[config.mk]
export PLATFORM = sky130hd
export DESIGN_NAME = ist_cmp
export DESIGN_NICKNAME = d
export VERILOG_FILES = /design/src/ist_pkg.sv /design/src/ist_cmp.sv
export SDC_FILE = /design/constraint.sdc
export NUM_CORES = 1
export LEC_CHECK = 0
export BUFFER_PORTS_ARGS = -buffer_cell sky130_fd_sc_hd__buf_2
export CAP_MARGIN = 20
export CORE_UTILIZATION = 45
export DETAILED_ROUTE_END_ITERATION = 6
export PLACE_DENSITY_LB_ADDON = 0.08
export SLEW_MARGIN = 10
export SYNTH_ARGS = -nofsm -noshare
export SYNTH_HDL_FRONTEND = slang
export SYNTH_SLANG_ARGS = --single-unit
[constraint.sdc]
create_clock -name vclk -period 5.68
set_input_delay 0.852 -clock vclk [all_inputs]
set_output_delay 0.852 -clock vclk [all_outputs]
set_load 0.005 [all_outputs]
[src/ist_pkg.sv]
// Shared types and constants of the interval set table.
// Used by ist_cmp and interval_set_table_top; depends on nothing else.
package ist_pkg;

    localparam int DATA_W         = 64;
    localparam int DEF_MAX_RANGES = 32;

    typedef enum logic [1:0] {
        REQ_ADD    = 2'd0,
        REQ_REMOVE = 2'd1,
        REQ_QUERY  = 2'd2,
        REQ_READ   = 2'd3
    } t_req;

    localparam logic [1:0] STS_OK        = 2'd0;
    localparam logic [1:0] STS_BAD_RANGE = 2'd1;
    localparam logic [1:0] STS_FULL      = 2'd2;

    typedef enum logic [3:0] {
        ST_IDLE,
        ST_FETCH,
        ST_LEFT,
        ST_RIGHT,
        ST_KEEP,
        ST_MLO,
        ST_MHI,
        ST_CUTLO,
        ST_CUTHI,
        ST_QLO,
        ST_QHI,
        ST_FINAL,
        ST_COMMIT,
        ST_READ,
        ST_RDWAIT,
        ST_DONE
    } t_state;

    typedef struct packed {
        logic [DATA_W-1:0] x;
        logic [DATA_W-1:0] y;
        logic              cin;
    } t_cmp_req;

endpackage

[src/ist_cmp.sv]
// Shared signed compare unit: reports whether x plus a carry-in lies below y.
// Depends on ist_pkg for the request struct.
module ist_cmp (
    input  ist_pkg::t_cmp_req i_req,
    output logic              o_lt
);
    import ist_pkg::*;

    logic [DATA_W:0] sum;
    logic [DATA_W:0] rhs;

    assign sum  = {i_req.x[DATA_W-1], i_req.x} + (DATA_W + 1)'(i_req.cin);
    assign rhs  = {i_req.y[DATA_W-1], i_req.y};
    assign o_lt = $signed(sum) < $signed(rhs);

endmodule

==> impl_metrics.toml <==
[status]
status = "finished clean"

[logic_synthesis]
synth_common_cells = "inv_1, ha_1, xnor2_1"
synth-seq-area-share_pct = 0
synth_cells = 397
synth_top_cell_by_area = "ha_1"
synth_top_family_by_area = "adder cells"
synthAdderAreaFrac_pct = 29.7
synthTopCellsByArea = "ha_1, xnor2_1, inv_1"
synth_simple_gate_area_share_pct = 29.0
yosys-mux-area-fraction_pct = 0
synth_xor_area_share_pct = 19.8
yosysMostFrequentCell = "inv_1"
synth_compound_area_share_pct = 11.3
synth.cell_area_um2 = 2780
syn_avg_cell_area_um2 = 7.01
synthesis.nets = 592
ys_types = 36
synth_top_area_share_pct = 29.7
yosys_warnings = 0

[sta]
relSlewSlack_pct = 76.6
period_share_pct = 94.3
max_freq_mhz = 187
hold_viol = 0
rsz0062_at_grt = "no"
tns_ns = 0
worst_slew_pin_slew_ns = 0.342
final_max_slew_viol_count = 0
fin_crit_ns = 5.36
final-setup-viol-count = 0

[worst_setup_path]
crit_slowest_cell = "or4_4"
start_kind = "input pin"
path_max_fanout = 7
worstSetupEndpointType = "output pin"
arrival_ns = 4.51
critPathTopFamily = "simple AND/OR/NAND/NOR gates"
critPathKind = "input pin to output pin"
path_depth = 17
slowest_delay_ns = 0.54
crit_required_ns = 4.83
crit_chain = "buf_2 > nand3_2 > or4_4 > or2_4 > nor2_4 > and4_4 > nand3_1 > xnor2_1 > ha_1 > nand4_1 > nor2_1 > nand3_1 > or3_1 > nor4_2 > a211oi_1 > xnor2_1 > buf_2"
path_buf_inv = 2

[route]
viasPerCell = 5.09
wl_met3_um = 336
drt_iter0_drc = 44
first_pass_iters = 4
ant_nets = 0
dr_total_vias = 3068
wl_met1_mm = 2.94
highest_layer = "met4"
drt_wl_total_mm = 6.76
wl_per_cell_um = 11.2
wl_met2_mm = 3.47
drc = 0

[placement]
dp_hpwl_mm = 6.27
place.gp.congestion = 0.818
port_buffers = 130

[finish]
finalNetCount = 725
area_delta_synth_final_pct = 27.2
antenna_cells = 0
clockBufferCount = 0
design.seq.count = 0
fillers = 613
drive_gt1_share_pct = 28.6
regArea_um2 = 0

[floorplanning]
start_util_pct = 46.7
core_um2 = 5960
dieArea_um2 = 6500
ios = 130
die_w_um = 80.6
rows = 28
die_height_um = 80.6

[power]
power.density_nw_per_um2 = 53.5
power.total_mw = 0.189
p_leak_nw = 1.95
netSwitchingPower_mw = 0.0945
p_sw_share_pct = 49.9
clkPwrFrac_pct = 0
p_seq_share_pct = 0
intPower_mw = 0.0949
combinationalPowerShare_pct = 100.0
peakVddDrop_mv = 0.0335

[grt]
grt_pass1_wl_mm = 11.4
grt_pass1_vias = 2934
grt_overflow = 0
antenna_found_initial = 0
grtUsageTotal_pct = 21.3
grt_max_degree = 8

[worst_hold_path]
hold_path_class = "input pin to output pin"
worstHoldPathCells = 5

[run]
cap_violations = 0

[clock_tree]
post_cts_buffers = 0
==> path summary, 6_finish.rpt <==
check	start	endpoint
setup / recovery	i_req[78]	o_lt
hold / removal	i_req[64]	o_lt
==> layout make-up <==
type / instances / area, um^2 / share of cell area, %
multi-input cells: 326 / 2510 / 71.0
well taps: 75 / 93.8 / 2.65
inverters: 69 / 259 / 7.31
repair buffers: 133 / 673 / 19.0
==> cells by family (layout without fill, tap and decap cells) <==
logic type                 after synthesis  count (layout)
and+or+nand+nor                        145             145
buffers and inverters                   71             202
adders and majority gates               66              66
xor gates and xnor gates                63              63
AOI/OAI and AO/OA                       52              52
==> through the flow <==
stage / hold slack [ns] / util (%) / instances / worst slack, ns / area (um^2)
floorplan: 2.01 / - / 397 / 0.861 / 2780
finish: 2.27 / 59.5 / 603 / 0.322 / 3540
global route: 2.31 / 59.5 / 603 / 0.0312 / 3540
global placement: 2.29 / 59.2 / 603 / 0.367 / 3530
CTS: 2.29 / 59.2 / 603 / 0.233 / 3530
detailed placement: 2.29 / 59.2 / 603 / 0.243 / 3530
==> power by group through the flow <==
stage	Sequential [mW]	Combinational (mW)	Clock, mW
after floorplan	0	0.105	0
after global placement	0	0.186	0
after detailed placement	0	0.189	0
after CTS	0	0.191	0
after global routing	0	0.219	0
final	0	0.189	0
==> layer usage <==
metal | up-vias | global-route usage, %
li1 | 1653 | -
met1 | 1335 | 23.8
met2 | 78 | 44.2
met3 | 2 | 1.59
met4 | 0 | 1.43
met5 | - | 0
==> layout by cell type, fill, tap and decap left out, types with 2 or more instances in the layout <==
cell,synthesis,layout
o21ai_0,9,9
a31oi_1,2,2
nand2_1,36,36
a211oi_1,5,5
and4_2,2,2
nand3_1,30,29
and3_1,8,8
nor3_1,6,6
and3_2,4,4
nor2_1,14,14
a21oi_1,23,23
inv_1,69,69
a21boi_0,2,2
buf_4,0,3
nor2_4,2,2
or3_1,2,2
buf_2,0,130
nand4_1,21,21
and2_4,2,2
a21o_1,6,6
and4_1,10,9
ha_1,66,66
xnor2_1,50,50
xor2_1,13,13
nand3_2,1,2
==> timing repair <==
item	in CTS	in global routing
setup endpoints to repair	0	1
hold buffers	0	0
resized for setup	0	3
==> tightest hold or removal path: stages <==
cell,delay [ns]
buf_2,0.10
inv_1,0.08
ha_1,0.19
xnor2_1,0.07
buf_2,0.13
(Power assumes the default switching activity.)
